### src/rtl/core/sar_rb_pkg.sv
`timescale 1ns / 1ps

package sar_rb_pkg;

  // field and word widths
  localparam int IdxW    = 7;
  localparam int DataW   = 16;
  localparam int LevelW  = 10;
  localparam int CfgIdxW = 3;
  localparam int SlotW   = 3;

  // parameter defaults
  localparam int RegWordsDef    = 128;
  localparam int NumChannelsDef = 8;

  // word map
  localparam logic [IdxW-1:0] WordCtrl    = 7'd0;
  localparam logic [IdxW-1:0] WordMask    = 7'd20;
  localparam logic [IdxW-1:0] WordClr     = 7'd21;
  localparam logic [IdxW-1:0] WordForce   = 7'd22;
  localparam logic [IdxW-1:0] WordStatus  = 7'd23;
  localparam logic [IdxW-1:0] WordResult0 = 7'd64;

  // control and status bits
  localparam logic [DataW-1:0] CtrlChanMask = 16'h0007;
  localparam int CtrlStartBit = 7;
  localparam int CtrlLoadBit  = 14;
  localparam int DoneBit      = 0;

  localparam logic [LevelW-1:0] LevelReset = 10'd512;

  typedef enum logic {
    OpRead  = 1'b0,
    OpWrite = 1'b1
  } op_e;

  typedef logic [DataW-1:0]  word_t;
  typedef logic [LevelW-1:0] level_t;

  // one request as it leaves the input stage
  typedef struct packed {
    logic            fire;
    op_e             op;
    logic [IdxW-1:0] word_index;
    word_t           write_data;
  } access_t;

  // result words occupy one aligned group of eight
  function automatic logic is_result_word(logic [IdxW-1:0] idx);
    return idx[IdxW-1:SlotW] == WordResult0[IdxW-1:SlotW];
  endfunction

  // words kept in flops rather than in the word memory
  function automatic logic is_special(logic [IdxW-1:0] idx);
    return (idx == WordCtrl) || (idx == WordMask) || (idx == WordClr) ||
           (idx == WordForce) || (idx == WordStatus) || is_result_word(idx);
  endfunction

endpackage

### src/rtl/core/sar_rb_req_if.sv
`timescale 1ns / 1ps

interface sar_rb_req_if;
  logic                         valid;
  logic                         ready;
  logic                         opcode;
  logic [sar_rb_pkg::IdxW-1:0]  word_index;
  logic [sar_rb_pkg::DataW-1:0] write_data;

  modport source (output valid, output opcode, output word_index, output write_data,
                  input ready);
  modport sink (input valid, input opcode, input word_index, input write_data,
                output ready);
endinterface

### src/rtl/core/sar_rb_rsp_if.sv
`timescale 1ns / 1ps

interface sar_rb_rsp_if;
  logic                         valid;
  logic                         ready;
  logic [sar_rb_pkg::DataW-1:0] read_data;
  logic                         irq_level;

  modport source (output valid, output read_data, output irq_level, input ready);
  modport sink (input valid, input read_data, input irq_level, output ready);
endinterface

### src/rtl/core/sar_rb_levels.sv
`timescale 1ns / 1ps

module sar_rb_levels #(
  parameter int NUM_CHANNELS = sar_rb_pkg::NumChannelsDef
) (
  input  logic                           clk_i,
  input  logic                           rst_ni,
  input  logic                           cfg_we_i,
  input  logic [sar_rb_pkg::CfgIdxW-1:0] cfg_idx_i,
  input  sar_rb_pkg::level_t             cfg_wdata_i,
  output sar_rb_pkg::level_t             levels_o [NUM_CHANNELS]
);

  sar_rb_pkg::level_t levels_q [NUM_CHANNELS];

  // per-channel conversion level, written through the config port
  always_ff @(posedge clk_i or negedge rst_ni) begin
    if (!rst_ni) begin
      for (int k = 0; k < NUM_CHANNELS; k++) begin
        levels_q[k] <= sar_rb_pkg::LevelReset;
      end
    end else if (cfg_we_i) begin
      for (int k = 0; k < NUM_CHANNELS; k++) begin
        if (cfg_idx_i == sar_rb_pkg::CfgIdxW'(k)) begin
          levels_q[k] <= cfg_wdata_i;
        end
      end
    end
  end

  assign levels_o = levels_q;

endmodule

### src/rtl/core/sar_rb_mem.sv
`timescale 1ns / 1ps

module sar_rb_mem #(
  parameter int DEPTH = sar_rb_pkg::RegWordsDef,
  parameter int AW    = $clog2(DEPTH)
) (
  input  logic              clk_i,
  input  logic              rst_ni,
  input  logic              we_i,
  input  logic [AW-1:0]     waddr_i,
  input  sar_rb_pkg::word_t wdata_i,
  input  logic              re_i,
  input  logic [AW-1:0]     raddr_i,
  output sar_rb_pkg::word_t rdata_o,
  output logic              rvalid_o
);

  sar_rb_pkg::word_t mem [DEPTH];
  logic [DEPTH-1:0]  written_q;
  sar_rb_pkg::word_t rdata_q;
  logic              rvalid_q;

  // word storage, no reset
  always_ff @(posedge clk_i) begin
    if (we_i) begin
      mem[waddr_i] <= wdata_i;
    end
  end

  // registered read port
  always_ff @(posedge clk_i) begin
    if (re_i) begin
      rdata_q <= mem[raddr_i];
    end
  end

  // per-word written flags; an unwritten word reads as zero
  always_ff @(posedge clk_i or negedge rst_ni) begin
    if (!rst_ni) begin
      written_q <= '0;
      rvalid_q  <= 1'b0;
    end else begin
      if (we_i) begin
        written_q[waddr_i] <= 1'b1;
      end
      if (re_i) begin
        rvalid_q <= written_q[raddr_i];
      end
    end
  end

  assign rdata_o  = rdata_q;
  assign rvalid_o = rvalid_q;

endmodule

### src/rtl/core/sar_rb_spec.sv
`timescale 1ns / 1ps

module sar_rb_spec #(
  parameter int NUM_CHANNELS = sar_rb_pkg::NumChannelsDef
) (
  input  logic                clk_i,
  input  logic                rst_ni,
  input  sar_rb_pkg::access_t acc_i,
  input  sar_rb_pkg::level_t  levels_i [NUM_CHANNELS],
  output sar_rb_pkg::word_t   rdata_o,
  output logic                irq_o
);

  localparam int Slots = 1 << sar_rb_pkg::SlotW;

  sar_rb_pkg::word_t ctrl_q, ctrl_d;
  sar_rb_pkg::word_t mask_q, mask_d;
  sar_rb_pkg::word_t force_q, force_d;
  sar_rb_pkg::word_t status_q, status_d;
  sar_rb_pkg::word_t result_q [Slots];
  sar_rb_pkg::word_t result_d [Slots];

  logic [sar_rb_pkg::SlotW-1:0] chan;
  logic                         conv;
  logic                         chan_ok;
  sar_rb_pkg::level_t           level_sel;
  sar_rb_pkg::word_t            wd;
  logic [sar_rb_pkg::IdxW-1:0]  idx;

  assign wd  = acc_i.write_data;
  assign idx = acc_i.word_index;

  // conversion request decode
  always_comb begin
    chan = sar_rb_pkg::SlotW'(wd & sar_rb_pkg::CtrlChanMask);
    conv = (wd[sar_rb_pkg::CtrlStartBit] && !ctrl_q[sar_rb_pkg::CtrlStartBit]) ||
           wd[sar_rb_pkg::CtrlLoadBit];
    chan_ok = (sar_rb_pkg::SlotW + 1)'(chan) < (sar_rb_pkg::SlotW + 1)'(NUM_CHANNELS);
    level_sel = '0;
    for (int k = 0; k < NUM_CHANNELS; k++) begin
      if (chan == sar_rb_pkg::SlotW'(k)) begin
        level_sel = levels_i[k];
      end
    end
  end

  // write side effects
  always_comb begin
    ctrl_d   = ctrl_q;
    mask_d   = mask_q;
    force_d  = force_q;
    status_d = status_q;
    result_d = result_q;
    if (acc_i.fire && acc_i.op == sar_rb_pkg::OpWrite) begin
      case (idx)
        sar_rb_pkg::WordCtrl: begin
          ctrl_d = wd;
          ctrl_d[sar_rb_pkg::CtrlLoadBit] = 1'b0;
          if (conv && chan_ok) begin
            result_d[chan] = sar_rb_pkg::DataW'(level_sel);
            status_d[sar_rb_pkg::DoneBit] = 1'b1;
          end
        end
        sar_rb_pkg::WordMask:   mask_d = wd;
        sar_rb_pkg::WordClr:    status_d = status_q & ~wd;
        sar_rb_pkg::WordForce: begin
          force_d  = wd;
          status_d = status_q | wd;
        end
        sar_rb_pkg::WordStatus: status_d = wd;
        default: begin
          if (sar_rb_pkg::is_result_word(idx)) begin
            result_d[idx[sar_rb_pkg::SlotW-1:0]] = wd;
          end
        end
      endcase
    end
  end

  // read mux; the clear word always reads zero
  always_comb begin
    case (idx)
      sar_rb_pkg::WordCtrl:   rdata_o = ctrl_q;
      sar_rb_pkg::WordMask:   rdata_o = mask_q;
      sar_rb_pkg::WordForce:  rdata_o = force_q;
      sar_rb_pkg::WordStatus: rdata_o = status_q;
      default: begin
        if (sar_rb_pkg::is_result_word(idx)) begin
          rdata_o = result_q[idx[sar_rb_pkg::SlotW-1:0]];
        end else begin
          rdata_o = '0;
        end
      end
    endcase
  end

  // interrupt after this access
  assign irq_o = |(status_d & ~mask_d);

  always_ff @(posedge clk_i or negedge rst_ni) begin
    if (!rst_ni) begin
      ctrl_q   <= '0;
      mask_q   <= '0;
      force_q  <= '0;
      status_q <= '0;
      for (int k = 0; k < Slots; k++) begin
        result_q[k] <= '0;
      end
    end else begin
      ctrl_q   <= ctrl_d;
      mask_q   <= mask_d;
      force_q  <= force_d;
      status_q <= status_d;
      result_q <= result_d;
    end
  end

endmodule

### src/rtl/core/sar_adc_register_block.sv
`timescale 1ns / 1ps

// channel   dir  handshake       payload
// req       in   valid/ready     opcode, word_index, write_data
// rsp       out  valid/ready     read_data, irq_level
// cfg       in   cfg_we_i        cfg_idx_i, cfg_wdata_i (channel levels)
//
// one request per cycle unless rsp stalls; each request passes the input stage
// (with registered word-memory read) and then the response register
// control, status, mask, force and result words are flops; other words sit in
// a memory with per-word written flags, so reset takes effect at once
// a stalled response holds; one more request is taken behind it, then req stalls

module sar_adc_register_block #(
  parameter int REG_WORDS    = sar_rb_pkg::RegWordsDef,
  parameter int NUM_CHANNELS = sar_rb_pkg::NumChannelsDef
) (
  input  logic                           clk_i,
  input  logic                           rst_ni,
  sar_rb_req_if.sink                     req,
  sar_rb_rsp_if.source                   rsp,
  input  logic                           cfg_we_i,
  input  logic [sar_rb_pkg::CfgIdxW-1:0] cfg_idx_i,
  input  sar_rb_pkg::level_t             cfg_wdata_i
);

  localparam int IdxSpan  = 1 << sar_rb_pkg::IdxW;
  localparam int MemDepth = (REG_WORDS < IdxSpan) ? REG_WORDS : IdxSpan;
  localparam int MemAw    = $clog2(MemDepth);

  // handshake control
  logic s1_valid_q, rsp_valid_q;
  logic out_take, s1_fire, accept;

  // input stage payload
  sar_rb_pkg::op_e             s1_op_q;
  logic [sar_rb_pkg::IdxW-1:0] s1_idx_q;
  sar_rb_pkg::word_t           s1_data_q;
  logic                        byp_hit_q;
  sar_rb_pkg::word_t           byp_data_q;

  // response payload
  sar_rb_pkg::word_t rsp_rdata_q;
  logic              rsp_irq_q;

  logic                s1_in_range, s1_special, mem_we, byp_hit_d;
  sar_rb_pkg::word_t   mem_rdata, spec_rdata, rdata_d;
  logic                mem_rvalid, spec_irq;
  sar_rb_pkg::access_t acc;
  sar_rb_pkg::level_t  levels [NUM_CHANNELS];

  assign out_take  = !rsp_valid_q || rsp.ready;
  assign s1_fire   = s1_valid_q && out_take;
  assign req.ready = !s1_valid_q || out_take;
  assign accept    = req.valid && req.ready;

  assign s1_in_range = 32'(s1_idx_q) < 32'(REG_WORDS);
  assign s1_special  = sar_rb_pkg::is_special(s1_idx_q);
  assign mem_we      = s1_fire && (s1_op_q == sar_rb_pkg::OpWrite) && s1_in_range &&
                       !s1_special;
  // forward a write that lands on the word the new request reads
  assign byp_hit_d   = mem_we && (s1_idx_q == req.word_index);

  always_ff @(posedge clk_i or negedge rst_ni) begin
    if (!rst_ni) begin
      s1_valid_q  <= 1'b0;
      rsp_valid_q <= 1'b0;
    end else begin
      if (accept) begin
        s1_valid_q <= 1'b1;
      end else if (s1_fire) begin
        s1_valid_q <= 1'b0;
      end
      if (s1_fire) begin
        rsp_valid_q <= 1'b1;
      end else if (rsp.ready) begin
        rsp_valid_q <= 1'b0;
      end
    end
  end

  // input stage capture
  always_ff @(posedge clk_i) begin
    if (accept) begin
      s1_op_q    <= sar_rb_pkg::op_e'(req.opcode);
      s1_idx_q   <= req.word_index;
      s1_data_q  <= req.write_data;
      byp_hit_q  <= byp_hit_d;
      byp_data_q <= s1_data_q;
    end
  end

  sar_rb_levels #(
    .NUM_CHANNELS(NUM_CHANNELS)
  ) u_levels (
    .clk_i      (clk_i),
    .rst_ni     (rst_ni),
    .cfg_we_i   (cfg_we_i),
    .cfg_idx_i  (cfg_idx_i),
    .cfg_wdata_i(cfg_wdata_i),
    .levels_o   (levels)
  );

  sar_rb_mem #(
    .DEPTH(MemDepth),
    .AW   (MemAw)
  ) u_mem (
    .clk_i   (clk_i),
    .rst_ni  (rst_ni),
    .we_i    (mem_we),
    .waddr_i (s1_idx_q[MemAw-1:0]),
    .wdata_i (s1_data_q),
    .re_i    (accept),
    .raddr_i (req.word_index[MemAw-1:0]),
    .rdata_o (mem_rdata),
    .rvalid_o(mem_rvalid)
  );

  assign acc.fire       = s1_fire;
  assign acc.op         = s1_op_q;
  assign acc.word_index = s1_idx_q;
  assign acc.write_data = s1_data_q;

  sar_rb_spec #(
    .NUM_CHANNELS(NUM_CHANNELS)
  ) u_spec (
    .clk_i   (clk_i),
    .rst_ni  (rst_ni),
    .acc_i   (acc),
    .levels_i(levels),
    .rdata_o (spec_rdata),
    .irq_o   (spec_irq)
  );

  // read data select; writes and out-of-bank reads return zero
  always_comb begin
    rdata_d = '0;
    if (s1_op_q == sar_rb_pkg::OpRead && s1_in_range) begin
      if (s1_special) begin
        rdata_d = spec_rdata;
      end else if (byp_hit_q) begin
        rdata_d = byp_data_q;
      end else if (mem_rvalid) begin
        rdata_d = mem_rdata;
      end
    end
  end

  // response register
  always_ff @(posedge clk_i) begin
    if (s1_fire) begin
      rsp_rdata_q <= rdata_d;
      rsp_irq_q   <= spec_irq;
    end
  end

  assign rsp.valid     = rsp_valid_q;
  assign rsp.read_data = rsp_rdata_q;
  assign rsp.irq_level = rsp_irq_q;

endmodule

### src/flat_wrapper.sv
// flat-port wrapper written by rule: the top's interface ports become plain ports
module sar_adc_register_block_flat 
#(
  parameter int REG_WORDS    = sar_rb_pkg::RegWordsDef,
  parameter int NUM_CHANNELS = sar_rb_pkg::NumChannelsDef
)
  (clk_i, rst_ni, cfg_we_i, cfg_idx_i, cfg_wdata_i, req_valid, req_opcode, req_word_index, req_write_data, req_ready, rsp_valid, rsp_read_data, rsp_irq_level, rsp_ready);
  sar_rb_req_if req_i ();
  sar_rb_rsp_if rsp_i ();
  input  logic clk_i;
  input  logic rst_ni;
  input  logic cfg_we_i;
  input  logic [sar_rb_pkg::CfgIdxW-1:0] cfg_idx_i;
  input  sar_rb_pkg::level_t cfg_wdata_i;
  input wire logic [$bits(req_i.valid)-1:0] req_valid;
  input wire logic [$bits(req_i.opcode)-1:0] req_opcode;
  input wire logic [$bits(req_i.word_index)-1:0] req_word_index;
  input wire logic [$bits(req_i.write_data)-1:0] req_write_data;
  output wire logic [$bits(req_i.ready)-1:0] req_ready;
  output wire logic [$bits(rsp_i.valid)-1:0] rsp_valid;
  output wire logic [$bits(rsp_i.read_data)-1:0] rsp_read_data;
  output wire logic [$bits(rsp_i.irq_level)-1:0] rsp_irq_level;
  input wire logic [$bits(rsp_i.ready)-1:0] rsp_ready;
  assign req_i.valid = req_valid;
  assign req_i.opcode = req_opcode;
  assign req_i.word_index = req_word_index;
  assign req_i.write_data = req_write_data;
  assign req_ready = req_i.ready;
  assign rsp_valid = rsp_i.valid;
  assign rsp_read_data = rsp_i.read_data;
  assign rsp_irq_level = rsp_i.irq_level;
  assign rsp_i.ready = rsp_ready;
  sar_adc_register_block #(.REG_WORDS(REG_WORDS), .NUM_CHANNELS(NUM_CHANNELS)) u_core (.clk_i(clk_i), .rst_ni(rst_ni), .req(req_i), .rsp(rsp_i), .cfg_we_i(cfg_we_i), .cfg_idx_i(cfg_idx_i), .cfg_wdata_i(cfg_wdata_i));
endmodule
### config.mk
export PLATFORM = sky130hd
export DESIGN_NAME = sar_adc_register_block_flat
export DESIGN_NICKNAME = d
export VERILOG_FILES = /design/src/rtl/core/sar_rb_pkg.sv /design/src/rtl/core/sar_rb_req_if.sv /design/src/rtl/core/sar_rb_rsp_if.sv /design/src/rtl/core/sar_rb_levels.sv /design/src/rtl/core/sar_rb_mem.sv /design/src/rtl/core/sar_rb_spec.sv /design/src/rtl/core/sar_adc_register_block.sv /design/src/flat_wrapper.sv
export SDC_FILE = /design/constraint.sdc
export NUM_CORES = 2
export LEC_CHECK = 0
export ABC_AREA = 1
export BUFFER_PORTS_ARGS = -buffer_cell sky130_fd_sc_hd__buf_2
export CAP_MARGIN = 20
export CORE_UTILIZATION = 45
export DETAILED_ROUTE_END_ITERATION = 6
export PLACE_DENSITY = 0.69
export SLEW_MARGIN = 10
export SYNTH_ARGS = -nofsm -noshare
export SYNTH_HDL_FRONTEND = slang
export SYNTH_HIERARCHICAL = 1
export SYNTH_SLANG_ARGS = --single-unit
### constraint.sdc
create_clock -name clk_i -period 9.61 [get_ports clk_i]
set_clock_uncertainty 0.05 [all_clocks]
set_input_delay 0.961 -clock clk_i [delete_from_list [all_inputs] [get_ports clk_i]]
set_output_delay 0.961 -clock clk_i [all_outputs]
set_load 0.05 [all_outputs]
==> flow_summary.yaml <==
status:
  status: "finished, violations left"
  violations: "DRC"
yosys:
  yosysWarningCount: 6
  synth_top_area_cell: "edfxtp_1"
  synth.avg_cell_area_um2: 11.8
  ys_types: 48
  synth_nets: 8765
  synth_edf_count: 2122
  synthFlopType: "edfxtp_1"
  synth_seq_cells: 2524
  yosysSeqAreaShare_pct: 71.7
  async_flop_share_pct: 15.9
  synth_area_leaders: "edfxtp_1, dfrtp_1, o21ai_0"
  synth.top_cell.area_share_pct: 61.9
  netlist_area_um2: 103000
  synthCells: 8723
worst_setup_path:
  crit_chain: "buf_8, inv_8, buf_12, buf_4, o21ai_0, o22ai_1, nand2_1, nand3_1, nand3_1, nand3_1, nand3_1, nand2_1"
  endpoint_kind: "register"
  worst-setup-path-type: "in2reg"
  start_kind: "input pin"
  cp_slowest_cell: "buf_4"
  crit_fanout: 199
  path_common_cell: "nand3_1"
  critPathBufInv: 4
  cp.arrival_ns: 5.58
  cp.required_ns: 10.30
  cp_top_family: "buffers and inverters"
  max_stage_delay_ns: 0.82
timing:
  final.setup.tns_ns: 0
  finalCriticalPeriod_ns: 4.90
  report.final.hold_viol_count: 0
  fmax_ghz: 0.204
  setup_ws_ns: 4.71
  maxSlewViolCount: 0
  max_slew_margin_pct: 11.2
  setup_violations: 0
  tightest_slew_ns: 1.33
  rsz0062_at_grt: "no"
  min_period_over_period_pct: 50.9
job:
  maxCapViolCount: 0
placement:
  routabilityCongestion: 0.870
  dpl.hpwl_mm: 160
  port_buffers: 60
  dp_slack_ns: 4.15
detailed_routing:
  viasPerCell: 6.02
  routed_wl_mm: 295
  drc: 3
  dr.pass1.iters: 7
  routedWlPerCell_um: 24.8
  vias: 71665
  drtIter0Drc: 10356
  ant_nets: 0
floorplan:
  die_area_um2: 231000
  chipHeight_um: 480
  core_um2: 227000
  die_x_um: 480
  start_util_pct: 45.3
  rows: 175
  ios: 61
global_route:
  antenna_found_initial: 12
  grt_use_total_pct: 24.9
  grt_pass1_wl_mm: 435
  grt-ovfl-total: 0
  grt_max_degree: 235
  grt_pass1_vias: 67598
layout:
  fill_cells: 19066
  layout-drive-gt1-share_pct: 10.2
  nNetsFinal: 8740
  multiInputGateArea_um2: 25400
  layout_commonest_cell: "edfxtp_1"
  final_cell_mix: "edfxtp_1, nand2_1, nor2_1, o21ai_0, nand3_1"
  area_growth_pct: 11.4
  layout.area.seq_um2: 73800
clock_network:
  post_cts_resized: 0
  htree_levels: 5
  cts_tree: "yes"
  numCtsBuffers: 278
  ctsHoldBuffers: 0
  clockBufferDepth: 4
  clock_sinks: 2524
  cts_setup_buffers: 0
  clockRootBuffer: "clkbuf_16"
  clk_pin_slew_ns: 0.06
  insertion_delay_ns: 0.91
power_and_ir_drop:
  seqPwrFrac_pct: 50.7
  switching_power_uw: 5570
  swShare_pct: 23.0
  ir_drop_v: 0.000196
  p_comb_share_pct: 7.1
  p_per_area_nw_per_um2: 211
  clockPowerShare_pct: 42.2
  internal-power_uw: 18600
  leakage_uw: 0.0410
worst_hold_path:
  hp-class: "in2async"
==> through the flow <==
step / hold slack [ns] / total power (uW) / util [%] / instance area (um^2) / cells
2_1_floorplan: 0.390 / 13500 / - / 103000 / 8723
3_3_place_gp: 0.400 / 14100 / 46.6 / 106000 / 11422
3_5_place_dp: 0.402 / 14200 / 46.6 / 106000 / 11422
4_1_cts: 0.0985 / 24300 / 50.4 / 115000 / 11896
5_1_grt: 0.148 / 24800 / 50.4 / 115000 / 11903
6_report: 0.0973 / 24200 / 50.4 / 115000 / 11906
==> layer usage <==
metal | wire (um) | GRT usage, % | vias to the layer above
met5 | 13 | 0 | -
met4 | 12200 | 10.2 | 2
met3 | 31700 | 4.57 | 699
met2 | 136000 | 38.9 | 4350
met1 | 114000 | 34.5 | 35416
li1 | - | - | 31198
==> path summary, 6_finish.rpt <==
check | cells after the start | slack [ns] | end | from
hold / removal | 1 | 0.1 | u_core/u_levels/levels_o[33] | rst_ni
setup / recovery | 12 | 4.71 | u_core/u_mem/rdata_o[6] | req_word_index[1]
min in group clk_i | 1 | 0.18 | u_core/s1_data_q[1] | req_write_data[1]
hold reg to reg | 2 | 0.41 | u_core/u_levels/levels_o[39] | u_core/u_levels/levels_o[39]
setup reg to reg | 11 | 4.92 | u_core/u_mem/mem[63][15] | u_core/s1_idx_q[2]
max in group asynchronous | 3 | 7.19 | u_core/u_mem/rvalid_o | rst_ni
==> layout make-up <==
type | count | area share, %
inverter | 226 | 0.769
clock inverter | 93 | 0.799
tap | 3009 | 3.28
sequential | 2524 | 64.3
multi-input combinational | 5382 | 22.2
antenna | 5 | 0.0109
clock buffer | 381 | 6.70
timing repair buffer | 286 | 1.93
==> power by group through the flow <==
| stage | registers (uW) | logic (uW) | clock network [uW] |
|---|---|---|---|
| 3_5_place_dp | 12500 | 1670 | 0 |
| 4_1_cts | 12300 | 1680 | 10300 |
| 5_1_grt | 12300 | 1830 | 10700 |
| 6_report | 12300 | 1710 | 10200 |
| 3_3_place_gp | 12500 | 1630 | 0 |
| 2_1_floorplan | 12600 | 931 | 0 |
==> cell usage after synthesis (2+ instances only) <==
cell / instances
a21oi_1: 38
a21oi_2: 18
a221oi_1: 17
buf_1: 68
buf_2: 156
buf_4: 57
buf_6: 34
clkbuf_1: 266
clkbuf_2: 7
clkinv_1: 8
dfrtp_1: 394
dfstp_2: 8
edfxtp_1: 2122
inv_1: 205
inv_2: 12
mux2_1: 5
mux2_2: 18
nand2_1: 1284
nand2_2: 14
nand2_4: 2
nand3_1: 816
nand3_2: 21
nand3_4: 2
nand4_1: 5
nor2_1: 1160
nor2_2: 12
nor2_4: 10
nor3_1: 9
o2111ai_1: 3
o21a_1: 16
o21ai_0: 1131
o21ai_1: 90
o22ai_1: 546
o31ai_1: 13
o41ai_1: 11
or2_2: 128
xnor2_1: 6
==> state kept, by name, summed over array words and instances, names as in the netlist, 7 cells and up <==
register	cells
u_core/u_mem/rdata_o	16
u_core/u_spec/result_q	128
u_core/u_spec/ctrl_q	15
u_core/s1_idx_q	7
u_core/u_spec/force_q	16
u_core/u_mem/mem	2048
u_core/u_spec/status_q	16
u_core/u_levels/levels_o	80
u_core/s1_data_q	16
u_core/byp_data_q	16
u_core/rsp.read_data	16
u_core/u_spec/mask_q	16
u_core/u_mem/written_q	128
==> kinds of logic after synthesis <==
logic type             Yosys count  share of synthesized area (%)
AO/OA/AOI/OAI                 1888                           10.1
XOR/XNOR                         7                         0.0595
buffers and inverters          817                           3.66
flip-flops                    2524                           71.7
multiplexers                    23                          0.251
AND/OR/NAND/NOR               3464                           14.3
(Power assumes the default switching activity.)
